### config.mk
export PLATFORM = sky130hd
export DESIGN_NAME = tccw_cursor
export DESIGN_NICKNAME = d
export VERILOG_FILES = /design/src/rtl/core/tccw_pkg.sv /design/src/rtl/core/tccw_cursor.sv
export SDC_FILE = /design/constraint.sdc
export NUM_CORES = 1
export LEC_CHECK = 0
export BUFFER_PORTS_ARGS = -buffer_cell sky130_fd_sc_hd__buf_2
export CORE_MARGIN = 2
export CORE_UTILIZATION = 45
export CTS_BUF_LIST = sky130_fd_sc_hd__clkbuf_8
export DETAILED_ROUTE_END_ITERATION = 16
export HOLD_SLACK_MARGIN = 0.12
export PLACE_DENSITY_LB_ADDON = 0.15
export SYNTH_ARGS = -nofsm -noshare
export SYNTH_HDL_FRONTEND = slang
export SYNTH_SLANG_ARGS = --single-unit
### constraint.sdc
create_clock -name clk -period 9.97 [get_ports clk]
set_clock_uncertainty 0.2 [all_clocks]
set_input_delay 1.994 -clock clk [delete_from_list [all_inputs] [get_ports clk]]
set_output_delay 1.994 -clock clk [all_outputs]
set_load 0.02 [all_outputs]
### src/rtl/core/tccw_pkg.sv
// shared constants, codes and transaction types of the text console cell writer
package tccw_pkg;

  localparam int COLS    = 80;
  localparam int ROWS    = 25;
  localparam int CELLS   = COLS * ROWS;
  localparam int SHIFT_N = CELLS - COLS;
  localparam int ADDR_W  = $clog2(CELLS);
  localparam int COL_W   = $clog2(COLS);
  localparam int ROW_W   = $clog2(ROWS);
  localparam int CELL_W  = 16;
  localparam int POS_W   = 11;

  localparam logic [CELL_W-1:0] RESET_BLANK = 16'h0F20;
  localparam logic [7:0]        BLANK_CHAR  = 8'h20;
  localparam logic [7:0]        CH_NEWLINE  = 8'h0A;
  localparam logic [7:0]        CH_RETURN   = 8'h0D;
  localparam logic [7:0]        CH_BACKSPACE = 8'h08;

  localparam logic [1:0] REQ_PUT   = 2'd0;
  localparam logic [1:0] REQ_CLEAR = 2'd1;
  localparam logic [1:0] REQ_READ  = 2'd2;

  localparam logic       CFG_FG = 1'b0;
  localparam logic       CFG_BG = 1'b1;
  localparam logic [3:0] FG_RESET = 4'd15;
  localparam logic [3:0] BG_RESET = 4'd0;

  typedef struct packed {
    logic [1:0]  req_type;
    logic [7:0]  char_code;
    logic [10:0] cell_index;
    logic        end_of_write;
  } in_t;

  typedef struct packed {
    logic [10:0] cursor_pos;
    logic [10:0] hw_cursor;
    logic [15:0] read_data;
    logic        scrolled;
  } out_t;

  // cell write and scroll request from the cursor unit
  typedef struct packed {
    logic              we;
    logic [ADDR_W-1:0] addr;
    logic [CELL_W-1:0] data;
    logic              scroll;
  } put_t;

  // cursor values after the current cycle
  typedef struct packed {
    logic [ADDR_W-1:0] pos;
    logic [ADDR_W-1:0] hw;
  } cur_t;

  // result strobe from the sequencer
  typedef struct packed {
    logic valid;
    logic scrolled;
    logic use_rdata;
  } emit_t;

endpackage

### src/rtl/core/tccw_cursor.sv
// cursor unit: row, column and linear cursor, displayed cursor, put decode
module tccw_cursor import tccw_pkg::*; (
  input  logic       clk,
  input  logic       rst_n,
  input  logic       fire,
  input  logic [7:0] char_code,
  input  logic       end_of_write,
  input  logic [7:0] attr,
  output put_t       put,
  output cur_t       cur
);

  logic [COL_W-1:0]  col_r, col_nxt;
  logic [ROW_W-1:0]  row_r, row_nxt;
  logic [ADDR_W-1:0] pos_r, pos_nxt;
  logic [ADDR_W-1:0] hw_r, hw_nxt;
  logic              last_col, last_row;

  assign last_col = (col_r == COL_W'(COLS - 1));
  assign last_row = (row_r == ROW_W'(ROWS - 1));

  always_comb begin
    col_nxt    = col_r;
    row_nxt    = row_r;
    pos_nxt    = pos_r;
    hw_nxt     = hw_r;
    put.we     = 1'b0;
    put.addr   = pos_r;
    put.data   = {attr, char_code};
    put.scroll = 1'b0;
    if (fire) begin
      unique case (char_code)
        CH_NEWLINE: begin
          col_nxt = '0;
          if (last_row) begin
            put.scroll = 1'b1;
            pos_nxt    = ADDR_W'(SHIFT_N);
          end else begin
            row_nxt = row_r + 1'b1;
            pos_nxt = pos_r + ADDR_W'(COLS) - ADDR_W'(col_r);
          end
        end
        CH_RETURN: begin
          col_nxt = '0;
          pos_nxt = pos_r - ADDR_W'(col_r);
        end
        CH_BACKSPACE: begin
          // ignored at cell zero
          if (pos_r != '0) begin
            pos_nxt  = pos_r - 1'b1;
            put.we   = 1'b1;
            put.addr = pos_r - 1'b1;
            put.data = {attr, BLANK_CHAR};
            if (col_r == '0) begin
              col_nxt = COL_W'(COLS - 1);
              row_nxt = row_r - 1'b1;
            end else begin
              col_nxt = col_r - 1'b1;
            end
          end
        end
        default: begin
          put.we = 1'b1;
          if (last_col) begin
            col_nxt = '0;
            if (last_row) begin
              put.scroll = 1'b1;
              pos_nxt    = ADDR_W'(SHIFT_N);
            end else begin
              row_nxt = row_r + 1'b1;
              pos_nxt = pos_r + 1'b1;
            end
          end else begin
            col_nxt = col_r + 1'b1;
            pos_nxt = pos_r + 1'b1;
          end
        end
      endcase
      if (end_of_write) begin
        hw_nxt = pos_nxt;
      end
    end
  end

  assign cur.pos = pos_nxt;
  assign cur.hw  = hw_nxt;

  always_ff @(posedge clk) begin
    if (!rst_n) begin
      col_r <= '0;
      row_r <= '0;
      pos_r <= '0;
      hw_r  <= '0;
    end else begin
      col_r <= col_nxt;
      row_r <= row_nxt;
      pos_r <= pos_nxt;
      hw_r  <= hw_nxt;
    end
  end

endmodule

==> flow_metrics.env, run 1 <==
export IMPL_yosys_area_top_type="dfxtp_1"
export IMPL_nNetsFinal=608
export IMPL_tns_ps=0
export IMPL_wl_met3_um=661
export IMPL_holdCritStartpoint="hw_r[0]$_SDFF_PN0_"
export IMPL_fill_cells=884
export IMPL_p_sw_share_pct=35.6
export IMPL_slew_headroom_pct=36.2
export IMPL_r2r_cells=8
export IMPL_cp_data_required_time_ps=7780
export IMPL_drc_errors=0
export IMPL_finalWeightedCongestion=0.921
export IMPL_die_w_um=97.9
export IMPL_num_vias=4135
export IMPL_rows=34
export IMPL_grt_pass1_vias=3764
export IMPL_crit_chain="buf_2 -> nor4_4 -> nand3_2 -> clkinv_1 -> nand2_1 -> nor2_1 -> nand2_1 -> xnor2_1 -> buf_2"
export IMPL_irDropWorstVdd_v=0.0000551
export IMPL_max_cap_violations=0
export IMPL_clockPowerShare_pct=34.1
export IMPL_antenna_cells=0
export IMPL_synthFlopType="dfxtp_1"
export IMPL_fin_crit_sh_pct=72.3
export IMPL_r2r_end="pos_r[10]$_SDFF_PN0_"
export IMPL_hold_path_class="reg -> reg"
export IMPL_dp_hpwl_um=9160
export IMPL_critPathSlowestCell="nor2_1"
export IMPL_seqPwrFrac_pct=32.9
export IMPL_hold_depth=2
export IMPL_hold_viol=0
export IMPL_synth_nets=584
export IMPL_grt_setup_unrepaired="no"
export IMPL_synth_edf_count=0
export IMPL_ys_types=76
export IMPL_critPathBufInv=3
export IMPL_crit_path_end_kind="output pin"
export IMPL_grt_antenna_before_repair=0
export IMPL_core_mm2=0.00864
export IMPL_grt_overflow=0
export IMPL_track_usage_pct=24.7
export IMPL_reg2reg_slack_ps=6270
export IMPL_reg2reg_from="pos_r[2]$_SDFF_PN0_"
export IMPL_holdPathEnd="hw_r[0]$_SDFF_PN0_"
export IMPL_synth_common_cells="nor2_1 (45), nand2_1 (43), dfxtp_1 (34)"
export IMPL_die_h_um=97.9
export IMPL_setup_viol=0
export IMPL_fmax_mhz=139
export IMPL_cellPowerDensity_mw_per_mm2=107
export IMPL_synth_async_reset_ratio_pct=0
export IMPL_routedWlPerCell_um=18.1
export IMPL_synth_seq_cells=34
export IMPL_clk_latency_ps=290
export IMPL_io_buffers=54
export IMPL_comb_power_share_pct=33.0
export IMPL_synth_avg_cell_area_um2=7.50
export IMPL_tightest_slew_ps=957
export IMPL_grt_max_degree=40
export IMPL_drive_gt1_share_pct=14.6
export IMPL_hold_buffers=0
export IMPL_htree_levels=2
export IMPL_clockRootBuffer="clkbuf_8"
export IMPL_wl_um=12000
export IMPL_tritoncts="yes"
export IMPL_cts_buffers=5
export IMPL_top_layer="met4"
export IMPL_start_util_pct=45.9
export IMPL_drtIter0Drc=288
export IMPL_viasPerCell=6.25
export IMPL_yosysMostFrequentCell="nor2_1"
export IMPL_cp_arrival_ps=5010
export IMPL_cts_setup_buffers=0
export IMPL_slew_violations=0
export IMPL_dieArea_mm2=0.00958
export IMPL_wl_met1_um=5510
export IMPL_clock_path_buffers=2
export IMPL_areaGrowthSynthToFinish_pct=9.40
export IMPL_path_delay_family="simple AND/OR/NAND/NOR gates"
export IMPL_period_needed_ps=7210
export IMPL_routed_wl_met2_um=5660
export IMPL_fin_area_mm2=0.00434
export IMPL_clkSlewWorstSetupHoldPaths_ps=80
export IMPL_utilization_pct=50.2
export IMPL_path_max_fanout=21
export IMPL_yosysWarnings=0
export IMPL_synth_top_cells_by_area="dfxtp_1 (17%), ha_1 (9.5%), xnor2_1 (5.3%)"
export IMPL_ios=71
export IMPL_dr_pass1_iters=5
export IMPL_p_leak_nw=1.73
export IMPL_p_int_w=0.000299
export IMPL_cp_start_kind="input port"
export IMPL_cts_resized=0
export IMPL_postSynthCellCount=529
export IMPL_run_status="finished clean"
export IMPL_seq_area_frac_synth_pct=17.2
export IMPL_yosysTopAreaCellShare_pct=17.2
export IMPL_netlist_area_mm2=0.00397
export IMPL_critical_path_max_stage_delay_ps=650
export IMPL_drtAntennaViolNets=0
export IMPL_criticalPathCategory="in -> out"
export IMPL_grt_pass1_wl_um=19400
export IMPL_cts_sinks=34
export IMPL_p_switching_w=0.000165
export IMPL_postPlaceCellArea_mm2=0.00420
-- layout by cell type, fill, tap and decap left out, drive strengths merged, types with 4 or more instances in the layout --
cell,instances
or3,7
a21oi,30
nor3,10
ha,30
a221o,4
buf,57
o211ai,4
and4,4
a22oi,4
a211oi,20
or4,6
dfxtp,34
and3,9
mux2i,8
a311oi,7
o21ai,27
o21a,4
a31oi,11
xnor2,24
or2,7
a21o,7
fa,5
xor2,5
nor2,45
o31ai,5
o311ai,4
nand3,19
nand4,6
nor2b,7
clkbuf,5
inv,29
nand2,43
a41oi,4
and2,7
nor4,6
-- worst max path at each step --
stage               cells past startpoint  endpoint  slack [ps]          from
global route                            9   put[21]        2420  char_code[7]
CTS                                     9   put[21]        2820  char_code[7]
finish                                  9   put[21]        2760  char_code[7]
detailed placement                      9   put[21]        2830  char_code[7]
global placement                        9   put[21]        2900  char_code[7]
floorplan                               6   cur[10]        3950  char_code[7]
-- per-layer routing --
metal	vias up	global-route usage [%]
met5	-	0
met4	0	5.66
met3	19	3.22
met2	128	40.7
met1	1981	34.5
li1	2007	-
-- worst reg2reg max path: cells and delay by family, from the launching register on --
| family | cells | cell delay [ps] |
|---|---|---|
| compound gates | 4 | 1420 |
| fa+ha+maj | 2 | 860 |
| flops | 1 | 660 |
| simple gates | 2 | 430 |
-- power groups by stage --
stage | clock network, W | registers [W] | logic, W
2_1_floorplan | 0 | 0.000148 | 0.000123
3_3_place_gp | 0 | 0.000156 | 0.000150
3_5_place_dp | 0 | 0.000156 | 0.000151
4_1_cts | 0.000161 | 0.000152 | 0.000152
5_1_grt | 0.000166 | 0.000154 | 0.000169
6_report | 0.000158 | 0.000153 | 0.000153
-- sequential cells by signal, indices dropped and copies added, names as in the netlist --
signal,flops
row_r,5
col_r,7
hw_r,11
pos_r,11
-- logic make-up after synthesis --
family	Yosys count	share of synthesized area, %
flops	34	17.2
simple gates	191	25.7
compound gates	161	29.0
buf+inv	71	7.79
mux	8	2.02
xor+xnor	29	6.41
fa+ha+maj	35	12.0
-- stage by stage --
stage / instances / total power, W / setup WS [ps] / hold slack (ps)
2_1_floorplan: 529 / 0.000271 / 3950 / 240
3_3_place_gp: 654 / 0.000306 / 2900 / 249
3_5_place_dp: 654 / 0.000307 / 2830 / 255
4_1_cts: 662 / 0.000465 / 2820 / 266
5_1_grt: 662 / 0.000489 / 2420 / 292
6_report: 662 / 0.000464 / 2760 / 264
-- area by class of cell --
type	count	area, um^2	area share [%]
inverter	31	116	2.68
timing repair buffer	57	293	6.75
clock buffer	5	68.8	1.59
sequential	34	681	15.7
tap	108	135	3.12
clock inverter	3	68.8	1.59
multi-input combinational	424	2980	68.6
No activity file was read; power rests on OpenSTA's default activity.
==> run 2: changes to the inputs <==
==> constraint.sdc (replaced) <==
create_clock -name clk -period 6.85 [get_ports clk]
set_clock_uncertainty 0.2 [all_clocks]
set_input_delay 1.37 -clock clk [delete_from_list [all_inputs] [get_ports clk]]
set_output_delay 1.37 -clock clk [all_outputs]
set_load 0.02 [all_outputs]
==> run 2 against run 1 <==
Effect of this change: cell count increased by 0.45%; register-to-register slack worse by 3100 ps; hold slack worse by 2.3 ps.
==> flow_metrics.env, run 2 (synthesis gave the netlist of run 1 again) <==
export IMPL_rows=34
export IMPL_clk_latency_ps=300
export IMPL_holdCritStartpoint="hw_r[0]$_SDFF_PN0_"
export IMPL_irDropWorstVdd_v=0.0000752
export IMPL_reg_top3="hw_r (11), pos_r (11), col_r (7)"
export IMPL_cts_resized=0
export IMPL_wl_um=12100
export IMPL_cp_arrival_ps=3870
export IMPL_cellPowerDensity_mw_per_mm2=156
export IMPL_path_depth=9
export IMPL_criticalPathCategory="in -> out"
export IMPL_grt_antenna_before_repair=0
export IMPL_start_util_pct=45.9
export IMPL_startpoint="char_code[7]"
export IMPL_regArea_um2=681
export IMPL_multi_input_area_mm2=0.00298
export IMPL_num_vias=4123
export IMPL_cts_buffers=5
export IMPL_cp_data_required_time_ps=5280
export IMPL_grt_pass1_vias=3790
export IMPL_hold_path_class="reg -> reg"
export IMPL_tritoncts="yes"
export IMPL_areaGrowthSynthToFinish_pct=9.97
export IMPL_dieArea_mm2=0.00958
export IMPL_hold_buffers=0
export IMPL_critPathSlowestCell="nor2_1"
export IMPL_drive_gt1_share_pct=15.1
export IMPL_tns_ps=0
export IMPL_critPathBufInv=3
export IMPL_setup_viol=0
export IMPL_clockRootBuffer="clkbuf_8"
export IMPL_period_needed_ps=5440
export IMPL_fmax_mhz=184
export IMPL_routedWlPerCell_um=18.2
export IMPL_viasPerCell=6.20
export IMPL_tightest_slew_ps=848
export IMPL_crit_path_end_kind="output pin"
export IMPL_grt_overflow=0
export IMPL_crit_chain="buf_2 -> nor4_4 -> nand3_2 -> clkinv_1 -> nand2_1 -> nor2_1 -> nand2_1 -> xnor2_1 -> buf_2"
export IMPL_final_common_cell="buf_2"
export IMPL_r2r_cells=8
export IMPL_dp_hpwl_um=9350
export IMPL_path_max_fanout=19
export IMPL_dr_pass1_iters=6
export IMPL_die_h_um=97.9
export IMPL_nNetsFinal=611
export IMPL_placed_cells=657
export IMPL_clkSlewWorstSetupHoldPaths_ps=80
export IMPL_slew_violations=0
export IMPL_instances_no_fill=665
export IMPL_path_delay_family="simple AND/OR/NAND/NOR gates"
export IMPL_drtIter0Drc=296
export IMPL_core_mm2=0.00864
export IMPL_drtAntennaViolNets=0
export IMPL_fin_crit_sh_pct=79.5
export IMPL_htree_levels=2
export IMPL_io_buffers=54
export IMPL_cp_start_kind="input port"
export IMPL_hold_viol=0
export IMPL_ios=71
export IMPL_track_usage_pct=25.1
export IMPL_antenna_cells=0
export IMPL_max_cap_violations=0
export IMPL_cts_sinks=34
export IMPL_grt_pass1_wl_um=19600
export IMPL_hold_depth=2
export IMPL_run_status="finished clean"
export IMPL_fill_cells=869
export IMPL_die_w_um=97.9
export IMPL_cts_setup_buffers=0
export IMPL_clock_path_buffers=2
export IMPL_reg2reg_from="pos_r[2]$_SDFF_PN0_"
export IMPL_grt_max_degree=40
export IMPL_drc_errors=0
export IMPL_finalWeightedCongestion=0.932
export IMPL_critical_path_max_stage_delay_ps=620
export IMPL_p_leak_nw=1.75
export IMPL_grt_setup_unrepaired="no"
export IMPL_final_cell_mix="buf_2 (54), nor2_1 (45), nand2_1 (43)"
export IMPL_slew_headroom_pct=42.8
[run 2: path summary, 6_finish.rpt]
kind / to / slack, ps
worst min register to register: hw_r[0]$_SDFF_PN0_ / 260
worst min-delay path: hw_r[0]$_SDFF_PN0_ / 260
worst max register to register: hw_r[8]$_SDFF_PN0_ / 3200
worst max-delay path: put[20] / 1410
[run 2: final cells by class]
cell class,instances,area share [%]
flip-flops and latches,34,15.6
well taps,108,3.10
inverters,31,2.67
clock buffers,5,1.58
repair buffers,60,7.23
multi-input cells,424,68.2
clock inverters,3,1.58
[run 2: metal layers]
layer	wire length (um)	GRT usage [%]	vias up
li1	-	-	2008
met1	5320	33.8	1906
met2	5490	40.0	174
met3	840	3.58	35
met4	452	10.8	0
met5	0	0	-
[run 2: power breakdown]
part | total (W) | switching, W | internal (W) | leakage (nW)
registers | 0.000222 | 0.0000165 | 0.000206 | 0.278
logic | 0.000225 | 0.000141 | 0.0000839 | 1.40
clock network | 0.000232 | 0.0000857 | 0.000146 | 0.0683
[run 2: stage by stage]
step	power [W]	instance area [um^2]	hold slack, ps	utilization (%)	setup WS (ps)
final	0.000679	4360	262	50.5	1410
after global routing	0.000713	4360	291	50.5	1150
after CTS	0.000677	4360	264	50.5	1400
after detailed placement	0.000448	4220	253	48.9	1400
after global placement	0.000446	4220	249	48.9	1490
after floorplan	0.000394	3970	240	-	2070
[run 2: tightest hold or removal path: stages (launching register included)]
cell     delay, ps
dfxtp_1        300
nand2_1         60
a21oi_1         50
==> run 3: changes to the inputs <==
--- a/config.mk
+++ b/config.mk
@@ -5,6 +5,7 @@
 export SDC_FILE = /design/constraint.sdc
 export NUM_CORES = 1
 export LEC_CHECK = 0
+export ABC_AREA = 1
 export BUFFER_PORTS_ARGS = -buffer_cell sky130_fd_sc_hd__buf_2
 export CORE_MARGIN = 2
 export CORE_UTILIZATION = 45
==> constraint.sdc (replaced) <==
create_clock -name clk -period 4.85 [get_ports clk]
set_clock_uncertainty 0.2 [all_clocks]
set_input_delay 0.97 -clock clk [delete_from_list [all_inputs] [get_ports clk]]
set_output_delay 0.97 -clock clk [all_outputs]
set_load 0.02 [all_outputs]
==> run 3 against run 2 <==
Effect of this change: die area is 1.5% lower; final area is 2.8% lower; sequential power is 34% higher; flip-flop and latch count stayed put; non-clock buffer count is 5 lower; combinational power hardly changed; register-to-register slack worse by 1300 ps; synthesized cell count is 23% higher; first-iteration DRC count is 22% higher; via count is 4.3% higher; critical endpoint is now cur[7]; largest cell class unchanged; highest routed layer unchanged.
==> flow_metrics.env, run 3 <==
export IMPL_seq_area_frac_synth_pct=17.4
export IMPL_track_usage_pct=25.1
export IMPL_synth_nets=706
export IMPL_hold_viol=0
export IMPL_clkSlewWorstSetupHoldPaths_ps=80
export IMPL_tightest_slew_ps=764
export IMPL_yosys_area_top_type="nand2_1"
export IMPL_synth_top_cells_by_area="nand2_1 (18%), dfxtp_1 (17%), ha_1 (9.6%)"
export IMPL_synth_compound_area_share_pct=16.3
export IMPL_synthFlopType="dfxtp_1"
export IMPL_grt_antenna_before_repair=0
export IMPL_yosysMostFrequentCell="nand2_1"
export IMPL_routedWlPerCell_um=14.8
export IMPL_synthAdderAreaFrac_pct=12.2
export IMPL_worst_slack_ps=580
export IMPL_rows=33
export IMPL_synth_avg_cell_area_um2=5.99
export IMPL_num_vias=4302
export IMPL_post_place_ws_ps=869
export IMPL_yosysTopAreaCellShare_pct=18.0
export IMPL_dp_hpwl_um=9490
export IMPL_dieArea_mm2=0.00943
export IMPL_hold_buffers=0
export IMPL_wl_um=11700
export IMPL_fin_crit_sh_pct=88.0
export IMPL_clk_latency_ps=300
export IMPL_grt_setup_unrepaired="no"
export IMPL_fill_cells=888
export IMPL_cp_start_kind="flip-flop"
export IMPL_cts_sinks=34
export IMPL_antenna_cells=0
export IMPL_cp_data_required_time_ps=3680
export IMPL_startpoint="pos_r[0]$_SDFF_PN0_"
export IMPL_reg2reg_from="pos_r[0]$_SDFF_PN0_"
export IMPL_utilization_pct=51.1
export IMPL_drtIter0Drc=362
export IMPL_postSynthCellCount=651
export IMPL_max_cap_violations=0
export IMPL_hold_path_class="reg -> reg"
export IMPL_nNetsFinal=740
export IMPL_tritoncts="yes"
export IMPL_synth_async_reset_ratio_pct=0
export IMPL_multi_input_area_mm2=0.00270
export IMPL_htree_levels=2
export IMPL_die_w_um=97.1
export IMPL_synth_edf_count=0
export IMPL_cts_resized=0
export IMPL_die_h_um=97.1
export IMPL_cp_arrival_ps=3100
export IMPL_reg2reg_slack_ps=1870
export IMPL_start_util_pct=47.0
export IMPL_crit_path_end_kind="output pin"
export IMPL_yosysWarnings=0
export IMPL_slew_violations=0
export IMPL_areaGrowthSynthToFinish_pct=8.69
export IMPL_netlist_area_mm2=0.00390
export IMPL_core_mm2=0.00830
export IMPL_criticalPathCategory="reg -> out"
export IMPL_final_cell_mix="nand2_1 (187), inv_1 (88), nand3_1 (64)"
export IMPL_dr_pass1_iters=5
export IMPL_synth_common_cells="nand2_1 (187), inv_1 (87), nand3_1 (64)"
export IMPL_io_buffers=54
export IMPL_run_status="finished clean"
export IMPL_ios=71
export IMPL_grt_max_degree=27
export IMPL_yosys_area_share_simple_pct=37.9
export IMPL_synth_xor_area_share_pct=2.69
export IMPL_cts_setup_buffers=0
export IMPL_viasPerCell=5.44
export IMPL_hold_worst_slack_ps=280
export IMPL_synth_seq_cells=34
export IMPL_synth_top_family_by_area="simple AND/OR/NAND/NOR gates"
export IMPL_path_max_fanout=8
export IMPL_setup_viol=0
export IMPL_clockRootBuffer="clkbuf_8"
export IMPL_tns_ps=0
export IMPL_slew_headroom_pct=48.7
export IMPL_irDropWorstVdd_v=0.000120
export IMPL_synth_mux_area_share_pct=0
export IMPL_period_needed_ps=4270
export IMPL_grt_pass1_vias=4011
export IMPL_drtAntennaViolNets=0
export IMPL_fmax_mhz=234
export IMPL_finalWeightedCongestion=0.956
export IMPL_r2r_cells=16
export IMPL_reg_top3="hw_r (11), pos_r (11), col_r (7)"
export IMPL_p_leak_nw=2.26
export IMPL_regArea_um2=681
export IMPL_cts_buffers=5
export IMPL_cellPowerDensity_mw_per_mm2=178
export IMPL_grt_overflow=0
export IMPL_drive_gt1_share_pct=13.8
export IMPL_crit_end="cur[7]"
export IMPL_final_common_cell="nand2_1"
export IMPL_drc_errors=0
export IMPL_r2r_end="hw_r[7]$_SDFF_PN0_"
export IMPL_grt_pass1_wl_um=19500
export IMPL_ys_types=45
export IMPL_clock_path_buffers=2
[run 3: metrics by stage]
stage | total power, W | cells | cell area (um^2)
detailed placement | 0.000526 | 783 | 4150
CTS | 0.000750 | 791 | 4240
global placement | 0.000524 | 783 | 4150
floorplan | 0.000478 | 651 | 3900
global route | 0.000794 | 791 | 4240
finish | 0.000753 | 791 | 4240
[run 3: area by class of cell]
class	instances	share of cell area, %
sequential	34	16.1
multi-input combinational	494	63.6
clock inverter	2	0.207
inverter	95	8.59
clock buffer	6	1.95
timing repair buffer	55	6.55
tap	105	3.10
[run 3: worst min path at each step]
stage	start	to	slack (ps)	cells past startpoint
after detailed placement	hw_r[2]$_SDFF_PN0_	hw_r[2]$_SDFF_PN0_	270	2
final	hw_r[4]$_SDFF_PN0_	hw_r[4]$_SDFF_PN0_	280	2
after global placement	hw_r[0]$_SDFF_PN0_	hw_r[0]$_SDFF_PN0_	260	2
after global routing	hw_r[3]$_SDFF_PN0_	hw_r[3]$_SDFF_PN0_	310	2
after floorplan	row_r[2]$_SDFFE_PN0P_	row_r[2]$_SDFFE_PN0P_	250	2
after CTS	hw_r[4]$_SDFF_PN0_	hw_r[4]$_SDFF_PN0_	280	2
[run 3: report_power, final]
group          switching (W)  internal, W
clock               0.000117     0.000113
combinational       0.000153    0.0000720
sequential         0.0000111     0.000287
[run 3: cell families after synthesis]
logic type,count (synthesis)
simple gates,338
buf+inv,123
compound gates,109
fa+ha+maj,35
flops,34
xor+xnor,12
[run 3: layer usage]
layer	wire [um]	track usage (%)	vias up
li1	-	-	2168
met1	5390	36.0	1944
met2	5350	41.4	178
met3	893	2.73	12
met4	98	4.44	0
met5	0	0	-
[run 3: worst max-delay path, cell delays in order, from the launching register on]
cell	delay [ps]
dfxtp_1	540
inv_1	190
ha_1	220
inv_1	160
ha_1	250
ha_1	160
inv_1	50
nand2_1	80
nand3_1	70
nand2_1	130
nand3_1	120
nand3_1	80
nand3_1	90
nand2_1	80
nand3_1	140
o21bai_1	220
inv_1	50
buf_2	150
